**config.mk**
```make
export PLATFORM = sky130hd
export DESIGN_NAME = bgrd_merge
export DESIGN_NICKNAME = d
export VERILOG_FILES = /design/src/hdl/assert_macros.svh /design/src/hdl/bgrd_pkg.sv /design/src/hdl/bgrd_merge.sv
export SDC_FILE = /design/constraint.sdc
export NUM_CORES = 1
export LEC_CHECK = 0
export ABC_AREA = 1
export BUFFER_PORTS_ARGS = -buffer_cell sky130_fd_sc_hd__buf_2
export CAP_MARGIN = 20
export CORE_UTILIZATION = 40
export DETAILED_ROUTE_END_ITERATION = 6
export GPL_TIMING_DRIVEN = 0
export PLACE_DENSITY = 0.9
export SLEW_MARGIN = 15
export SYNTH_ARGS = -nofsm -noshare
export SYNTH_HDL_FRONTEND = slang
export SYNTH_SLANG_ARGS = --single-unit
```
**constraint.sdc**
```tcl
create_clock -name vclk -period 3.1
set_input_delay 0.155 -clock vclk [all_inputs]
set_output_delay 0.155 -clock vclk [all_outputs]
set_load 0.005 [all_outputs]
```
**src/hdl/assert_macros.svh**
```systemverilog
// ---------------------------------------------------------------------------
// Assertion macros
// Shared concurrent assertion wrappers for the pixel decorrelation block.
// ---------------------------------------------------------------------------
`ifndef ASSERT_MACROS_SVH
`define ASSERT_MACROS_SVH
`ifndef SYNTHESIS
`define BGRD_ASSERT(lbl, clk, rstn, prop) \
    lbl: assert property (@(posedge clk) disable iff (!(rstn)) (prop)) \
        else $error("assertion failed: lbl");
`define BGRD_ASSERT_RESET(lbl, clk, rstn, prop) \
    lbl: assert property (@(posedge clk) (!(rstn)) |=> (prop)) \
        else $error("reset assertion failed: lbl");
`else
`define BGRD_ASSERT(lbl, clk, rstn, prop)
`define BGRD_ASSERT_RESET(lbl, clk, rstn, prop)
`endif
`endif

```
**src/hdl/bgrd_pkg.sv**
```systemverilog
// ---------------------------------------------------------------------------
// Decorrelation package
// Shared sizes, register indexes and control types for the block.
// ---------------------------------------------------------------------------
package bgrd_pkg;

    localparam int MAX_WIDTH = 4096;
    localparam int COL_W     = $clog2(MAX_WIDTH);
    localparam int WIDTH_W   = 13;
    localparam int NUM_LANES = 4;
    localparam int CFG_IDX_W = 2;

    typedef logic [7:0] pix_byte_t;
    typedef logic [NUM_LANES-1:0][7:0] pix_word_t;

    typedef enum logic [CFG_IDX_W-1:0] {
        CFG_DIRECTION    = 2'd0,
        CFG_PIXEL_FORMAT = 2'd1,
        CFG_IMAGE_WIDTH  = 2'd2
    } cfg_reg_t;

    typedef struct packed {
        logic decode;
        logic four_chan;
    } xform_ctl_t;

endpackage

```
**src/hdl/bgrd_merge.sv**
```systemverilog
// ---------------------------------------------------------------------------
// Lane merge
// Combines the lane results, restores green on decode and masks the
// fourth channel in three-channel mode.
// ---------------------------------------------------------------------------
module bgrd_merge
    import bgrd_pkg::*;
(
    input  xform_ctl_t ctl,
    input  pix_word_t  lane_c,
    input  pix_word_t  lane_res,
    output pix_word_t  pix_out,
    output pix_word_t  c_word
);

    always_comb begin
        pix_out = lane_res;
        if (ctl.decode) begin
            pix_out[0] = lane_res[0] + lane_res[1];
            pix_out[2] = lane_res[2] + lane_res[1];
        end
        c_word = lane_c;
        if (!ctl.four_chan) begin
            pix_out[3] = '0;
            c_word[3]  = '0;
        end
    end

endmodule

```
Word-level counts from Yosys, hierarchy flattened

Cells that the tools add are included.

Register bits after elaboration: 0
Input bits: 66
Output and inout port bits: 64

Add/sub/neg operators: 2
Muxes and demuxes: 4

Operators with widths:

| operator         | number |
|---|---|
| 8-bit 2-to-1 mux | 4 |
| 8-bit adder      | 2 |

Longest topological paths before layout

Depth after elaboration: 2
Depth in mapped cells: 11

Worst setup path before layout

Ideal clock, no wire load.

Kind: input to output
Start: input port lane_res[0] in the netlist's numbering
End: output port pix_out[4] in the netlist's numbering
Arrival time: 1,192 ps
Data required time: 2,945 ps
Setup slack: 1,753 ps
Stages: 9
Path buffers: 0
Path through: ha_1 > inv_1 > fa_1 > inv_1 > nand2_1 > nand2_1 > and2_4 > nor2_1 > o21ai_1

RTL lines:

| what            | line             | text |
|---|---|---|
| start, declared | bgrd_merge.sv:11 | `input pix_word_t lane_res,` |
| end, declared   | bgrd_merge.sv:12 | `output pix_word_t pix_out,` |

==> results by stage <==
Finish:
- The number of nets in the final layout is between 400 and 500.
- After layout, the clock buffer instance count stands at 0.
- The fraction of layout instances using a drive strength above 1 is 43.33%.
- Relative to the synthesized area, the layout overhead comes to 46.78%.
- The register area is 0 um2.
- For this run, the number of standard cells in the final layout without fillers is roughly 360.
- The antenna diode instance count is 0.
- The count of flip-flops and latches is 0.
- The share of the core filled with cells in the final layout is 63.11%.
- Summing all multi-input logic gate instances after layout gives ~800 um2.
- The number of filler cells placed in the layout is ~290.

Critical path:
- The number of buffers and inverters on the critical path is 4.
- The critical path is of the in2out type.
- At the worst endpoint, the required time is between 2000 and 3000 ps.
- The startpoint type of the worst setup path is a primary input.
- Of all nets on the critical path, the largest fanout is 3.
- The endpoint class of the critical path is an output pin.
- The largest stage delay on the critical path is around 360 ps.
- Walking the worst path, the cells encountered are buf_2, ha_1, inv_1, fa_1, inv_1, nand2_1, nand2_1, nand3b_1, nand2_1, nand2_1, nand3_1, nand2_1, buf_2.
- The critical path data arrival time is between 1500 and 2000 ps.
- The cell type of the slowest stage on the worst timing path is sky130_fd_sc_hd__fa_1.
- Among cell families on the critical path, the largest total delay comes from adder cells.
- Counting stages on the worst path, the most repeated cell is sky130_fd_sc_hd__nand2_1.

Synth:
- Each instance of the synthesized netlist takes up on average 5.361 um2.
- Sorting the synthesized cells by area gives the leading types as sky130_fd_sc_hd__nand2_1, sky130_fd_sc_hd__buf_4, sky130_fd_sc_hd__ha_1.
- The top cell type by area accounts for between 20% and 30% of the synthesized area.
- sky130_fd_sc_hd__nand2_1 takes more of the synthesized area than any other cell.
- The count of warnings emitted by yosys is 0.
- The count of unique library cells instantiated by Yosys is 17.
- The number of cells produced by synthesis is 225.
- After synthesis the cells add up to 1206 um2.
- The number of nets handed over by synthesis was a little over 300.
- The sequential-to-total area share from yosys stat is 0%.

Pwr:
- The post-layout total power is ~270 uW.
- The worst-case IR drop observed on VDD is between 0.06 and 0.07 mV.
- The leakage power is 1.271 nW.
- The power per unit of standard cell area is about 150 nW/um2.

Routing:
- The remaining antenna violation count is 0.
- The via count is about 1,600.
- The average wire length per cell after detail routing is 9.205 um.
- The first detailed-routing pass took 6 iterations.
- The vias per cell is around 4.4.
- The starting DRC count in detailed routing is between 40 and 50.
- The post-route DRC violation count is 12.
- The detailed-route wire length is about 3300 um.

Outcome:
- The final reports fail on DRC.
- The flow ran to the end, but the final reports show violations.

Global route:
- After global routing the overflow that remains totals 0.
- The number of antenna violations at the first check in global routing is 0.
- The first global-routing pass estimated between 5000 and 6000 um of wire.
- The maximum number of pins on one net before global-route repair is 11.
- The number of global-route vias before repair was around 1,300.
- In the global route stage, overall resource usage came out at about a fifth.

Floorplanning:
- The placeable core area is approximately 2800 um2.
- The floorplan step defined a die boundary enclosing ~3200 um2.
- The top-level port count is 130.
- Once the floorplan was initialized, standard cells occupied a little over two fifths of the core.
- From bottom edge to top edge, the die measures about 57 um.
- The number of rows in the core area is 19.
- The width of the chip is around 57 um.

STA:
- Of the available clock period, the critical path in the final layout requires around 55%.
- The clock period could shrink to approximately 1700 ps.
- The slew at the pin with the worst max-slew slack is 270.1 ps.
- The worst pin sits at a relative slew slack of about four fifths.
- The peak clock frequency supported by timing is around 0.59 GHz.
- The count of endpoints failing setup in the final report is 0.
- The setup TNS is 0 ps.
- Setup repair after global routing left no endpoint under its margin.
- The number of endpoints with negative hold slack in the final report is 0.
- The number of pins exceeding their max-slew limit in the final report is 0.

Hold path:
- The kind of path behind the tightest hold check is in2out.

CTS:
- The number of buffers added for setup after CTS is 0.
- For this design, the CTS-stage hold fixing added 0 buffers.
- The post-CTS resize count is 0.

Placement:
- The wire-length estimate of the detail-placed layout is ~3000 um.
- At the end of routability-driven placement, the weighted congestion stood at between 0.8 and 0.9.
- Buffers placed on the I/O ports in this run total between 100 and 150.
- In this run, placement finished with an instance count of between 300 and 400.

Run:
- The tool flagged a number of max-cap violations equal to 0.
## cells by family after synthesis
kind of cell	share of synthesized area [%]
fa+ha+maj	17.84
compound gates	6.224
xor+xnor	1.453
simple gates	41.18
buf+inv	33.30
## stage by stage
stage	instance area [um2]	setup slack, ps	hold slack, ps
4_1_cts	1770	1416	475.0
5_1_grt	1770	1275	478.6
3_5_place_dp	1770	1422	475.2
6_report	1770	1407	475.0
2_1_floorplan	1206	1753	390.1
3_3_place_gp	1770	1450	475.7
## metal layers
metal,track usage (%),routed length [um]
met3,0,200
met5,0,0
met4,1.045,0
met2,35.97,1765
met1,24.48,1357
## synth_stat cells, drive strengths merged
cell type,number
o21ai,8
ha,14
or2,4
inv,38
buf,35
nor2,9
a21oi,7
nand2,83
xnor2,2
and2,1
nand3b,4
nand3,17
clkbuf,1
fa,2
## placed cells by master, fill, tap and decap left out, types with 4 or more instances in the layout
cell type	n
sky130_fd_sc_hd__nand3_1	17
sky130_fd_sc_hd__ha_1	14
sky130_fd_sc_hd__buf_2	108
sky130_fd_sc_hd__a21oi_1	7
sky130_fd_sc_hd__buf_4	32
sky130_fd_sc_hd__nor2_1	9
sky130_fd_sc_hd__nand3b_1	4
sky130_fd_sc_hd__or2_1	4
sky130_fd_sc_hd__o21ai_1	8
sky130_fd_sc_hd__nand2_1	82
sky130_fd_sc_hd__inv_1	37
## path summary, 6_finish.rpt
check | from | end | slack [ps] | cells after the start
max | lane_res[8] | pix_out[22] | 1410 | 13
min | lane_c[14] | c_word[14] | 480 | 2
## power breakdown
group	total, mW	switching [mW]	internal [mW]
clock	0	0	0
sequential	0	0	0
combinational	0.273	0.133	0.140
total	0.273	0.133	0.140
## area by class of cell
cell class	instances	share of cell area, %
inverters	38	8.057
multi-input cells	151	45.44
repair buffers	105	29.68
plain buffers	36	14.63
well taps	31	2.191
(Power assumes the default switching activity.)
