**src/hdl/assert_macros.svh**
```systemverilog
// ---------------------------------------------------------------------------
// Assertion macros
// Shared concurrent assertion wrappers for the pixel decorrelation block.
// ---------------------------------------------------------------------------
`ifndef ASSERT_MACROS_SVH
`define ASSERT_MACROS_SVH
`ifndef SYNTHESIS
`define BGRD_ASSERT(lbl, clk, rstn, prop) \
    lbl: assert property (@(posedge clk) disable iff (!(rstn)) (prop)) \
        else $error("assertion failed: lbl");
`define BGRD_ASSERT_RESET(lbl, clk, rstn, prop) \
    lbl: assert property (@(posedge clk) (!(rstn)) |=> (prop)) \
        else $error("reset assertion failed: lbl");
`else
`define BGRD_ASSERT(lbl, clk, rstn, prop)
`define BGRD_ASSERT_RESET(lbl, clk, rstn, prop)
`endif
`endif

```
**src/hdl/bgrd_pkg.sv**
```systemverilog
// ---------------------------------------------------------------------------
// Decorrelation package
// Shared sizes, register indexes and control types for the block.
// ---------------------------------------------------------------------------
package bgrd_pkg;

    localparam int MAX_WIDTH = 4096;
    localparam int COL_W     = $clog2(MAX_WIDTH);
    localparam int WIDTH_W   = 13;
    localparam int NUM_LANES = 4;
    localparam int CFG_IDX_W = 2;

    typedef logic [7:0] pix_byte_t;
    typedef logic [NUM_LANES-1:0][7:0] pix_word_t;

    typedef enum logic [CFG_IDX_W-1:0] {
        CFG_DIRECTION    = 2'd0,
        CFG_PIXEL_FORMAT = 2'd1,
        CFG_IMAGE_WIDTH  = 2'd2
    } cfg_reg_t;

    typedef struct packed {
        logic decode;
        logic four_chan;
    } xform_ctl_t;

endpackage

```
**src/hdl/bgrd_lane.sv**
```systemverilog
// ---------------------------------------------------------------------------
// Channel lane
// Two-dimensional delta prediction for one byte channel of a pixel.
// ---------------------------------------------------------------------------
module bgrd_lane
    import bgrd_pkg::*;
(
    input  xform_ctl_t ctl,
    input  pix_byte_t  din,
    input  pix_byte_t  left_px,
    input  pix_byte_t  above_px,
    input  pix_byte_t  upleft_px,
    output pix_byte_t  c_out,
    output pix_byte_t  res_out
);

    pix_byte_t pred;

    assign pred = left_px + above_px - upleft_px;

    always_comb begin
        if (ctl.decode) begin
            c_out   = din + pred;
            res_out = c_out;
        end else begin
            c_out   = din;
            res_out = din - pred;
        end
    end

endmodule

```
**config.mk**
```make
export PLATFORM = sky130hd
export DESIGN_NAME = bgrd_lane
export DESIGN_NICKNAME = d
export VERILOG_FILES = /design/src/hdl/assert_macros.svh /design/src/hdl/bgrd_pkg.sv /design/src/hdl/bgrd_lane.sv
export SDC_FILE = /design/constraint.sdc
export NUM_CORES = 1
export LEC_CHECK = 0
export BUFFER_PORTS_ARGS = -buffer_cell sky130_fd_sc_hd__buf_2
export CAP_MARGIN = 20
export CORE_UTILIZATION = 31
export DETAILED_ROUTE_END_ITERATION = 12
export GPL_TIMING_DRIVEN = 1
export SYNTH_ARGS = -nofsm -noshare
export SYNTH_HDL_FRONTEND = slang
export SYNTH_SLANG_ARGS = --single-unit
```
**constraint.sdc**
```tcl
create_clock -name vclk -period 9.5
set_clock_uncertainty 0.15 [all_clocks]
set_input_delay 0.475 -clock vclk [all_inputs]
set_output_delay 0.475 -clock vclk [all_outputs]
set_load 0.03 [all_outputs]
```
* Yosys cells after proc, flatten, opt, wreduce, memory -nomap -nowiden
Cells that the tools add are included.
** Word-level totals
- Logic and storage cells :: 6
- Register bits after elaboration :: 0
** Cells by class
- Mux-type cells :: 2
- $add $sub $neg :: 4
** Operators by type and width (number)
- adder 8 bit :: 2
- two-way mux 8 bit :: 2
- subtractor 8 bit :: 2

* Logic depth before layout (Yosys ltp)
Gate-level depths: netlist of run 1.
- Word-level depth :: 4
- Mapped depth :: 17
- Gate-level depth less buffers :: 17

* Worst setup path after synthesis of run 1
Ideal clock, no wire load.
- Path kind :: input -> output
- Start :: in left_px[1]
- End :: out res_out[7]
- Setup slack :: 5195 ps
- Arrival time :: 3680 ps
- Stages on the path :: 16
- Cells stage by stage :: inv_1 fa_1 inv_1 fa_1 a21o_1 a21oi_1 o21bai_1 a21oi_1 xnor2_1 ha_1 inv_1 o21ai_0 o22ai_1 nor2_1 a21oi_1 xor2_1
** On the way
- Word-level cells in the longest chain between the ends :: 4
- Elaborated cells on any way between the ends :: 5
- Classes of those cells :: add/sub: 4; mux: 1
** RTL lines
- start: declaration :: line bgrd_lane.sv:10 : input pix_byte_t left_px,
- adder 8 bit * :: line bgrd_lane.sv:19 : assign pred = left_px + above_px - upleft_px;
- subtractor 8 bit * :: line bgrd_lane.sv:19
- subtractor 8 bit or adder 8 bit (tied branches) :: line bgrd_lane.sv:27, bgrd_lane.sv:23
- two-way mux 8 bit * :: line bgrd_lane.sv:22 : if (ctl.decode) begin
- end: declaration :: line bgrd_lane.sv:14 : output pix_byte_t res_out
Mark *: on every way between the ends. The rest lies on a longest branch, timed or not.

* Final worst setup path of run 1
Ends and elaborated chain as after synthesis.

==> reports/qor.yml, run 1 <==
top_level_i_o_count: 50
drt_first_iter_violations: 20
final_min_period_over_clock_period_pct: 47.12
rows: 22
dieArea_mm2: 0.004169
power_density_mw_per_mm2: 236.8
placedInstanceArea_mm2: 0.001511
fp.coreArea_mm2: 0.003716
required_ps: 8880
finish.net_count: 279
run_status: "finished, final reports clean"
n_clock_buffer: 0
gr_ovfl_total: 0
pin_count_of_the_biggest_net_entering_global_routing: 18
setup_viol: 0
highest-signal-layer: "met3"
drive_above_1_share_pct: 25.12
num_sequential: 0
synthesis.area_mm2: 0.001214
slew_viol_final: 0
cts-resized-gates: 0
ys.warnings.count: 0
drt_drc_violations_left: 0
routability_congestion: 0.8418
synth_top_cells_by_area: "ha_1, fa_1, inv_1"
wl_met3_um: 95
met1Wirelength_um: 1127
mappedNetlistNets: 230
syn_avg_cell_area_um2: 7.400
grt_pass1_wl_um: 3967
total_leakage_power_nw: 0.8711
timing.slew.headroom_pct: 72.09
first_pass_drt_iterations: 4
tightestPinTransition_ps: 408.2
drt_wl_total_um: 2315
layout-area-overhead-vs-synth_pct: 24.54
first_global_vias: 982
power.ir.vdd_worst_mv: 0.1332
rsz0062_at_grt: "false"
cp.arrival_ps: 3850
routed-wl-met2_um: 1092
hold_path.class: "in -> out"
post_synth_inst_count: 164
antenna_violations_before_repair: 0
synth_largest_area_cell: "ha_1"
synth.cells.most_frequent: "inv_1, ha_1, xnor2_1, a21oi_1, nor2_1"
grt_util_all_layers_pct: 11.25
synth_cell_type_count: 24
power.total_w: 0.0003579
final_antenna_net_count: 0
critPathLaunchType: "input pin"
detail_route.vias_per_cell: 4.351
post-route-min-period_ps: 4477
hold_violations: 0
critical_path_peak_fanout: 4
post-synth-top-count-cell: "inv_1"
synth-seq-area-share_pct: 0
post-dp-hpwl_um: 2100
setup-tns-final_ps: 0
dieHeight_um: 64.57
sequential_cell_area_um2: 0
route.vias.total: 1127
hold_buffers: 0
cts_setup_buffers: 0
die_width_um: 64.57
netlist.area_leader.share_pct: 23.71
critical_path.endpoint_type: "output pin"
post_drt_wl_per_cell_um: 8.938
initial_utilization_pct: 32.66
fin_area_mm2: 0.001511
clock.fmax_mhz: 223.4
insertedDiodeCount: 0
max-cap-violations: 0
count_of_input_and_output_buffers: 49
timing.setup.critical_path_class: "in -> out"
==> cells in the final DEF, fill, tap and decap left out, types with 4 or more instances in the layout <==
master	count
a21o_1	5
nor2_1	10
xnor2_1	18
inv_1	43
a21oi_1	17
xor2_1	4
o21ai_0	8
fa_1	9
o21bai_1	6
buf_2	49
ha_1	23
==> critical path, cell delays in order <==
cell and delay [ps]:
buf_2 80, inv_1 40, fa_1 520, inv_1 60, fa_1 450, a21o_1 170, a21oi_1 210, o21bai_1 100
a21oi_1 180, xnor2_1 180, ha_1 310, inv_1 130, o21ai_0 110, o22ai_1 220, nor2_1 60, a21oi_1 150
xor2_1 160, buf_2 220
==> final timing paths <==
check	start	endpoint	slack [ps]	cells past startpoint
max	left_px[1]	res_out[7]	5020	18
min	din[7]	c_out[7]	1190	4
==> cells by family (layout without fill, tap and decap cells) <==
logic type / count (synthesis) / after routing / synth area share (%)
xor+xnor: 22 / 22 / 15.88
mux: 5 / 5 / 4.433
compound gates: 42 / 42 / 20.83
simple gates: 17 / 17 / 6.082
buf+inv: 46 / 93 / 14.23
fa+ha+maj: 32 / 32 / 38.56
==> layout make-up <==
cell class | count | area [um^2]
Fill cell | 421 | 2205
Multi-Input combinational cell | 118 | 1041
Timing Repair Buffer | 49 | 245.2
Inverter | 44 | 165.2
Tap cell | 48 | 60.06
==> metal layers <==
| metal | up-vias | global-route usage [%] |
|---|---|---|
| met5 | - | 0 |
| met4 | 0 | 0 |
| met3 | 0 | 0.3521 |
| met2 | 28 | 20.39 |
| met1 | 484 | 15.61 |
| li1 | 615 | - |
==> power breakdown <==
part	internal [W]	total [W]	switching, W
sequential	0	0	0
combinational	0.000138	0.000358	0.000220
clock	0	0	0
==> stage by stage <==
stage	setup WS, ps	hold slack, ps	cells	utilization (%)
3_3_place_gp	5045	1195	259	40.67
2_1_floorplan	5195	1002	164	-
6_report	5023	1193	259	40.67
5_1_grt	4725	1222	259	40.67
4_1_cts	4979	1198	259	40.67
3_5_place_dp	5001	1196	259	40.67
Note: power is estimated with default switching activity, not from simulation.
==> inputs of run 2 (changes only) <==
--- a/config.mk
+++ b/config.mk
@@ -5,6 +5,7 @@
 export SDC_FILE = /design/constraint.sdc
 export NUM_CORES = 1
 export LEC_CHECK = 0
+export ABC_AREA = 1
 export BUFFER_PORTS_ARGS = -buffer_cell sky130_fd_sc_hd__buf_2
 export CAP_MARGIN = 20
 export CORE_UTILIZATION = 31
==> constraint.sdc (replaced) <==
create_clock -name vclk -period 4.3
set_clock_uncertainty 0.15 [all_clocks]
set_input_delay 0.215 -clock vclk [all_inputs]
set_output_delay 0.215 -clock vclk [all_outputs]
set_load 0.03 [all_outputs]
==> run 2 against run 1 <==
Compared with the run above:
- routed wire length grew 29%
- global-route usage rose by 1.8 points
- flip-flop and latch count did not move
- via count grew 32%
- critical path depth is 3 higher
- hold slack got worse by 540 ps
- die area increased by 15%
- non-clock buffer count is the same
- critical path type unchanged
- clock-buffer cell count unchanged
- synthesized cell count increased by 43%
- largest cell class unchanged
- sequential share of layout area stayed put
- first-iteration DRC count rose by 100%
==> reports/qor.yml, run 2 <==
run_status: "finished, final reports clean"
synth-seq-area-share_pct: 0  # unchanged
detail_route.vias_per_cell: 4.497  # +3.3%
critical_path_peak_fanout: 7  # +3
endpoint: "res_out[7]"
drt_drc_violations_left: 0  # unchanged
critPathLaunchType: "input pin"
die_width_um: 69.27  # +7.3%
netlist.area_leader.share_pct: 20.52  # -3.2 points
post-dp-hpwl_um: 2735  # +30%
sequential_cell_area_um2: 0  # unchanged
critical_path.endpoint_type: "output pin"
slew_viol_final: 0  # unchanged
final_min_period_over_clock_period_pct: 84.94
drt_first_iter_violations: 40  # +100%
fp.coreArea_mm2: 0.004354  # +17%
critical_path.startpoint: "left_px[1]"
max-cap-violations: 0  # unchanged
cts-resized-gates: 0  # unchanged
switching_share_of_power_pct: 65.74  # +4.3 points
top_level_i_o_count: 50  # unchanged
rsz0062_at_grt: "false"
power.clock.fraction_pct: 0  # unchanged
routability_congestion: 0.8297  # -1.4%
rows: 24  # +9.1%
synth.cells.most_frequent: "inv_1, nand2_1, ha_1, a21oi_1, nand3_1"
synth_largest_area_cell: "ha_1"
dieHeight_um: 69.27  # +7.3%
cts_setup_buffers: 0  # unchanged
post_drt_wl_per_cell_um: 9.076  # +1.5%
synth_cell_type_count: 27  # +13%
filler_cell_count: 494  # +17%
n_clock_buffer: 0  # unchanged
num_sequential: 0  # unchanged
cp.arrival_ps: 3290  # -560 ps
setup_viol: 0  # unchanged
drt_wl_total_um: 2995  # +29%
drive_above_1_share_pct: 20.86  # -4.3 points
post-synth-top-count-cell: "inv_1"
initial_utilization_pct: 32.21  # -0.45 points
timing.setup.critical_path_class: "in -> out"
power_frac_seq_pct: 0  # unchanged
gr_ovfl_total: 0  # unchanged
syn_avg_cell_area_um2: 5.994  # -19%
dieArea_mm2: 0.004798  # +15%
internal-power_w: 0.0002583  # +87%
clock.fmax_mhz: 273.8
hold_path.class: "in -> out"
power.total_w: 0.0007540  # +110%
grt_util_all_layers_pct: 13.05  # +1.8 points
first_global_vias: 1366  # +39%
hold_violations: 0  # unchanged
power_density_mw_per_mm2: 447.4  # +89%
grt_pass1_wl_um: 5471  # +38%
required_ps: 3930  # -4950 ps
ys.warnings.count: 0  # unchanged
mappedNetlistNets: 300  # +30%
switchingPower_w: 0.0004957  # +130%
layout.cells.most_common_list: "inv_1, nand2_1, buf_2, ha_1, a21oi_1"
mostFrequentLayoutCell: "inv_1"
synth_top_cells_by_area: "ha_1, inv_1, nand2_1"
count_of_input_and_output_buffers: 49  # unchanged
tightestPinTransition_ps: 494.1  # +85.89 ps
post_synth_inst_count: 234  # +43%
total_leakage_power_nw: 1.092  # +25%
post-route-min-period_ps: 3653
final_antenna_net_count: 0  # unchanged
antenna_violations_before_repair: 0  # unchanged
synthesis.area_mm2: 0.001403  # +16%
power.ir.vdd_worst_mv: 0.1493  # +12%
pin_count_of_the_biggest_net_entering_global_routing: 17  # -1
hold_buffers: 0  # unchanged
setup-tns-final_ps: 0  # unchanged
layout-area-overhead-vs-synth_pct: 20.16
timing.slew.headroom_pct: 67.03  # -5.1 points
first_pass_drt_iterations: 4  # unchanged
p_comb_share_pct: 100.0  # about the same
route.vias.total: 1484  # +32%
insertedDiodeCount: 0  # unchanged
finish.net_count: 346  # +24%
[run 2: changes by cell type in the layout (fill, tap and decap cells not counted), sizes merged, moves of 4 or more]
cell   change
xnor2     -16
nand2     +55
inv       +20
a21o       -4
nand3     +15
nand4      +4
[run 2: layer usage]
layer	wire length, um	global-route usage (%)
met5	0	0
met4	0	0
met3	113	1.163
met2	1425	24.70
met1	1456	16.91
[run 2: worst min-delay path by stage]
stage                 from  endpoint  depth (start not counted)
global placement    din[7]  c_out[7]                          4
finish              din[7]  c_out[7]                          4
CTS                 din[7]  c_out[7]                          4
detailed placement  din[7]  c_out[7]                          4
global route        din[6]  c_out[6]                          4
floorplan           din[1]  c_out[1]                          2
[run 2: worst max-delay path, cell delays in order]
cell	delay [ps]
buf_2	70
inv_1	40
fa_1	530
inv_1	70
fa_1	450
nand3_1	90
nand2_1	80
a21oi_1	140
o21bai_1	80
xnor2_1	220
inv_1	70
ha_1	400
inv_1	60
a21oi_1	140
nand2_1	80
a21oi_2	120
inv_1	50
nand2_1	60
nand3_1	60
nand2_1	80
buf_2	190
[run 2: power groups by stage]
| stage | Sequential, W | Combinational (W) | Clock (W) |
|---|---|---|---|
| finish | 0 | 0.000754 | 0 |
| global route | 0 | 0.000859 | 0 |
| CTS | 0 | 0.000763 | 0 |
| detailed placement | 0 | 0.000761 | 0 |
| global placement | 0 | 0.000756 | 0 |
| floorplan | 0 | 0.000596 | 0 |
[run 2: logic make-up (layout without fill, tap and decap cells)]
family,count (synthesis),after routing,synth area share [%]
simple gates,90,90,27.92
buf+inv,68,112,18.82
compound gates,36,36,14.90
fa+ha+maj,32,32,33.36
xor+xnor,8,8,4.996
[run 2: cell type report]
class                      instances  area, um^2  share of cell area (%)
inverter                          63       236.5                   14.03
multi-input combinational        166        1139                   67.56
tap                               52       65.06                   3.860
timing repair buffer              49       245.2                   14.55
[run 2: stage by stage]
step	utilization, %	hold WS, ps	worst slack [ps]	area (um^2)	std cells
after floorplan	-	499.4	872.3	1403	234
after global placement	38.71	653.3	645.3	1685	330
after detailed placement	38.71	655.1	624.2	1685	330
after CTS	38.71	655.6	613.9	1685	330
after global routing	38.71	675.3	283.7	1685	330
final	38.71	651.7	647.4	1685	330
